==> src/hw/rtl/ksp_pkg.sv <==
// Shared types and constants of the keyframe spline player.
`default_nettype none
package ksp_pkg;

  typedef enum logic [1:0] {
    CMD_CLEAR = 2'd0,
    CMD_ADD   = 2'd1,
    CMD_TICK  = 2'd2,
    CMD_RSVD  = 2'd3
  } ksp_cmd_t;

  // Divider geometry: a 32-bit value shifted up by 16 fraction bits.
  localparam int DVD_W = 48;
  localparam int DVS_W = 32;

  // Spline coefficient and shared multiplier widths.
  localparam int CF_W   = 37;
  localparam int UM_W   = 18;
  localparam int PROD_W = CF_W + UM_W;
  localparam int ACC_W  = 64;

  typedef struct packed {
    logic        [31:0] ktime;
    logic signed [31:0] pos_x;
    logic signed [31:0] pos_y;
    logic signed [31:0] pos_z;
    logic signed [31:0] tgt_x;
    logic signed [31:0] tgt_y;
    logic signed [31:0] tgt_z;
  } ksp_key_t;

endpackage
`default_nettype wire

==> src/hw/rtl/ksp_div.sv <==
// Restoring divider, one quotient bit per cycle, shared by the modulo and u.
`default_nettype none
module ksp_div import ksp_pkg::*; (
  input  logic             clk,
  input  logic             rst_n,
  input  logic             start,
  input  logic [DVD_W-1:0] dividend,
  input  logic [DVS_W-1:0] divisor,
  output logic             done,
  output logic [DVD_W-1:0] quot,
  output logic [DVS_W-1:0] rem
);
  localparam int CNT_W = $clog2(DVD_W);

  logic [DVD_W-1:0] quo_r;
  logic [DVS_W-1:0] rem_r;
  logic [DVS_W-1:0] dvs_r;
  logic [CNT_W-1:0] cnt_r;
  logic             busy_r;
  logic             done_r;
  logic [DVS_W:0]   trial;
  logic [DVS_W:0]   diff;
  logic             ge;

  assign trial = {rem_r, quo_r[DVD_W-1]};
  assign ge    = trial >= {1'b0, dvs_r};
  assign diff  = trial - {1'b0, dvs_r};

  always_ff @(posedge clk) begin
    if (!rst_n) begin
      busy_r <= 1'b0;
      done_r <= 1'b0;
      cnt_r  <= '0;
    end else begin
      done_r <= 1'b0;
      if (start) begin
        quo_r  <= dividend;
        rem_r  <= '0;
        dvs_r  <= divisor;
        cnt_r  <= CNT_W'(DVD_W - 1);
        busy_r <= 1'b1;
      end else if (busy_r) begin
        // The partial remainder stays below the divisor, so it fits the divisor width.
        rem_r <= ge ? diff[DVS_W-1:0] : trial[DVS_W-1:0];
        quo_r <= {quo_r[DVD_W-2:0], ge};
        cnt_r <= cnt_r - CNT_W'(1);
        if (cnt_r == '0) begin
          busy_r <= 1'b0;
          done_r <= 1'b1;
        end
      end
    end
  end

  assign done = done_r;
  assign quot = quo_r;
  assign rem  = rem_r;
endmodule
`default_nettype wire

==> config.mk <==
export PLATFORM = sky130hd
export DESIGN_NAME = ksp_div
export DESIGN_NICKNAME = d
export VERILOG_FILES = /design/src/hw/rtl/ksp_pkg.sv /design/src/hw/rtl/ksp_div.sv
export SDC_FILE = /design/constraint.sdc
export NUM_CORES = 1
export LEC_CHECK = 0
export ABC_AREA = 1
export BUFFER_PORTS_ARGS = -buffer_cell sky130_fd_sc_hd__buf_4
export CORE_ASPECT_RATIO = 1.25
export CORE_MARGIN = 3
export CORE_UTILIZATION = 55
export CTS_CLUSTER_DIAMETER = 50
export DETAILED_ROUTE_END_ITERATION = 16
export PLACE_DENSITY = 0.8
export REMOVE_ABC_BUFFERS = 1
export SLEW_MARGIN = 0
export SYNTH_ARGS = -nofsm -noshare
export SYNTH_HDL_FRONTEND = slang
export SYNTH_SLANG_ARGS = --single-unit
==> constraint.sdc <==
create_clock -name clk -period 6.7 [get_ports clk]
set_input_delay 1.34 -clock clk [delete_from_list [all_inputs] [get_ports clk]]
set_output_delay 1.34 -clock clk [all_outputs]
set_load 0.02 [all_outputs]
======== After elaboration in Yosys (flattened, before gate mapping) ========
Index checks and enable logic that the tools add are counted.
word-level totals
  register bits after elaboration ......... 120
  output and inout port bits .............. 81
  logic and storage cells ................. 28
operators by class
  add/subtract/negate cells ............... 2
  $lt $le $gt $ge ......................... 1
  multiplexer cells ....................... 10
  bitwise logic cells ..................... 2
  reduce and logical (&&, ||, !) cells .... 6
operators with widths
  operator                                          number
  2-to-1 mux 48 bit                                 2
  2-to-1 mux 32 bit                                 2
  greater-or-equal comparator 33 x 32 -> 1 bit      1
  subtractor 32 bit                                 1
  2-to-1 mux 6 bit                                  2
  zero test 6 bit                                   1
  subtractor 6 x 1 -> 6 bit, second input constant  1
  2-to-1 mux 1 bit                                  4
  AND reduction 2 bit                               2
  OR reduction 3 bit                                1
  NOT 1 bit                                         2
  nonzero test 2 bit                                1
  OR reduction 2 bit                                1

======== Longest topological paths before layout ========
  depth in word-level cells ............... 4
  depth in mapped cells ................... 16
  mapped depth without buffers ............ 16

======== Worst setup path before layout ========
Ideal clock, no wire load.
  path kind ............................... input to register
  start ................................... input start
  end ..................................... register quo_r[0] (netlist: quot[0]), enable pin
  data arrival time ....................... 5069 ps
  setup slack ............................. 1111 ps
  stages on the path ...................... 3
  path buffers ............................ 1
  cells stage by stage .................... clkbuf_1 nor2_1 nor2_1
on the way
  cells in the longest elaborated chain, start to end .. 2
ends and longest elaborated chain
  element                        RTL line       source
  start, declared                ksp_div.sv:6   input logic start,
  nonzero test 2 bit (no line)   n/a
  AND reduction 2 bit (no line)  n/a
  end signal, assigned           ksp_div.sv:37  quo_r <= dividend;
  end signal, assigned           ksp_div.sv:45  quo_r <= {quo_r[DVD_W-2:0], ge};
  end, declared                  ksp_div.sv:15  logic [DVD_W-1:0] quo_r;
No other way between the ends.
A chain may end at the register's enable or synchronous reset.

======== Worst setup path after layout ========
  start ................................... input start
  end ..................................... register rem_r[12] (netlist: rem[12]), enable pin
on the way
  cells in the longest elaborated chain, start to end .. 2
ends and longest elaborated chain
  element                        RTL line       source
  nonzero test 2 bit (no line)   n/a
  AND reduction 2 bit (no line)  n/a
  end signal, assigned           ksp_div.sv:44  rem_r <= ge ? diff[DVS_W-1:0] : trial[DVS_W-1:0];
  end, declared                  ksp_div.sv:16  logic [DVS_W-1:0] rem_r;
No other way between the ends.

==> summary.md <==
| Metric | Value |
|---|---|
| Initial Util | 0.569 |
| Worst Hold Class | reg -> reg |
| CTS max path bufs | 2 |
| Final setup fails | 0 |
| Area Overhead vs Synth | 23.6% |
| H-tree depth | 4 |
| Post_cts resized | 0 |
| RSZ-0062 raised after global routing | false |
| Commonest cells after routing, fill and taps aside | nand2_1, inv_1, buf_4 |
| R2R Setup Slk | a little under 4 ns |
| Vias | 7092 |
| Hold slack | approximately 0.5 ns |
| Final setup TNS | 0 ns |
| Largest net degree at the start of global routing | slightly below 60 |
| Peak Freq | just under 0.3 GHz |
| First-pass GRT wire length | roughly 33000 um |
| Syn Inst Count | roughly 1100 |
| Antenna violations before repair | 0 |
| GPL Wtd Cong | ~0.95 |
| Mapped Avg Cell Area | about 7.3 um^2 |
| CTS Buf Count | 17 |
| Yosys cell types | 39 |
| Setup bufs post-CTS | 0 |
| Status | complete, no violations |
| CTS sink count | 120 |
| Die H | roughly 140 um |
| Clock transition at the registers of the reported paths | 0.05 ns |
| Synth Register Bits | between 100 and 150 |
| Post-layout min period | roughly 3.5 ns |
| IO Pins | about 160 |
| Worst Setup End Kind | register |
| Total power | 2.46 mW |
| Peak VDD IR | 0.195 mV |
| Synth Cell Area | just under 8000 um^2 |
| GRT overflow | 0 |
| Port buffer count | approximately 160 |
| Core footprint | approximately 14000 um^2 |
| Cell Rows | 48 |
| Die area | about 16000 um^2 |
| Final Hold Viols | 0 |
| Leak | 5.22 nW |
| Fraction of layout cells with a size suffix above 1 | 0.194 |
| Commonest non-fill, non-tap cell in the layout | nand2_1 |
| Pre-antenna DRT Iters | 8 |
| Hold buffer count at CTS | 0 |
| # DRC | 0 |
| Max-slew headroom | 0.293 |
| Crit path launch type | primary input |
| Nets@finish | between 1000 and 1500 |
| Clk Latency, worst-skew pair | 0.42 ns |
| Vias in the first global route | approximately 7000 |
| Fin. max-slew vios | 0 |
| Die X | roughly 110 um |
| Clock Root Buffer | clkbuf_16 |
| Vias per inst | 4.96 |
| Cell Pwr Density | between 200 and 300 nW/um^2 |
| Clock tree from TritonCTS | done |
| Worst clock skew | about 0.01 ns |
| Seq/Total Area, Yosys | 0.445 |
| Final ANT Viol Nets | 0 |
| All-Layer GR Usage | 0.268 |
| Max Cap Violations | 0 |
| Final period utilization | 0.517 |
| N_diodes | 0 |
| Routed wire per std cell | between 10 and 15 um |
| Critical path class | in -> reg |
| HPWL Detailed | around 15000 um |
| Req. time, crit path | 6.75 ns |
| Worst-margin pin slew | 1.06 ns |
| Iteration-0 DRC Markers | between 300 and 400 |
| Critical Path AT | between 3 and 4 ns |
| Crit-path max FO | 57 |
| Synthesis Warnings | 0 |
| Final WL | 20700 um |
[Yosys cell counts (all sizes together)]
| cell | n | area share |
|---|---|---|
| a21oi | 19 | 0.012 |
| clkinv | 1 | 0.00047 |
| o21ai | 4 | 0.0025 |
| dfxtp | 8 | 0.020 |
| nand4 | 7 | 0.0055 |
| xnor2 | 1 | 0.0011 |
| nor3 | 3 | 0.0025 |
| a31oi | 2 | 0.0016 |
| edfxtp | 112 | 0.42 |
| clkbuf | 10 | 0.0047 |
| nand2 | 454 | 0.22 |
| fa | 1 | 0.0025 |
| o21bai | 1 | 0.00095 |
| ha | 34 | 0.054 |
| o21a | 1 | 0.00095 |
| buf | 11 | 0.013 |
| xor2 | 14 | 0.015 |
| or2 | 1 | 0.00079 |
| inv | 207 | 0.098 |
| nand3b | 5 | 0.0047 |
| nor4 | 3 | 0.0024 |
| and2 | 6 | 0.0047 |
| nand3 | 51 | 0.039 |
| nor2 | 122 | 0.066 |
| o31ai | 1 | 0.00095 |
[area by class of cell]
type,count,area (um^2)
well taps,175,219
clock inverters,13,105
fillers,1214,4140
flip-flops and latches,120,3520
inverters,208,781
clock buffers,19,433
multi-input cells,730,3490
repair buffers,166,1250
[layer usage]
metal | part of all wire | GRT usage | vias to the layer above
met2 | 0.53 | 0.485 | 217
met3 | 0.061 | 0.0657 | 33
met4 | 0.024 | 0.0937 | 0
met1 | 0.39 | 0.305 | 3216
li1 | - | - | 3626
met5 | 0 | 0 | -
[worst max-delay path, cell delays in order]
cell and delay [ns]:
buf_4 0.44, nor2_1 0.19, nor2_4 0.82, buf_4 0.67
[worst paths after layout]
kind	start	endpoint	cells past startpoint
setup / recovery	start	rem[12]$_SDFFCE_PP0P_	4
hold reg to reg	cnt_r[1]$_SDFFE_PN0N_	cnt_r[1]$_SDFFE_PN0N_	2
hold / removal	cnt_r[1]$_SDFFE_PN0N_	cnt_r[1]$_SDFFE_PN0N_	2
setup reg to reg	rem[22]$_SDFFCE_PP0P_	rem[25]$_SDFFCE_PP0P_	10
[state kept, by name, indices dropped and copies added (netlist names)]
| register | count |
|---|---|
| done | 1 |
| busy_r | 1 |
| cnt_r | 6 |
| quot | 48 |
| dvs_r | 32 |
| rem | 32 |
[power breakdown]
part | switching, mW | internal (mW) | leakage (nW)
combinational | 0.430 | 0.248 | 3.81
clock | 0.342 | 0.506 | 0.264
sequential | 0.0388 | 0.899 | 1.14
[kinds of logic (layout without fill, tap and decap cells)]
group,count (synthesis),after routing,share of synthesized area
and+or+nand+nor,652,652,0.347
buffers and inverters,229,406,0.116
DFF,120,120,0.445
adders and majority gates,35,35,0.0562
AOI/OAI and AO/OA,28,28,0.0189
xor gates and xnor gates,15,15,0.0166
[metrics by stage]
step / instances / utilization / instance area (um^2) / worst slack, ns
5_1_grt: 1431 / 0.703 / 9800 / 3.06
2_1_floorplan: 1058 / - / 7780 / 1.37
6_report: 1431 / 0.703 / 9800 / 3.24
3_3_place_gp: 1399 / 0.664 / 9260 / 2.88
4_1_cts: 1431 / 0.703 / 9800 / 3.27
3_5_place_dp: 1399 / 0.664 / 9260 / 2.80
No activity file was read; power rests on OpenSTA's default activity.
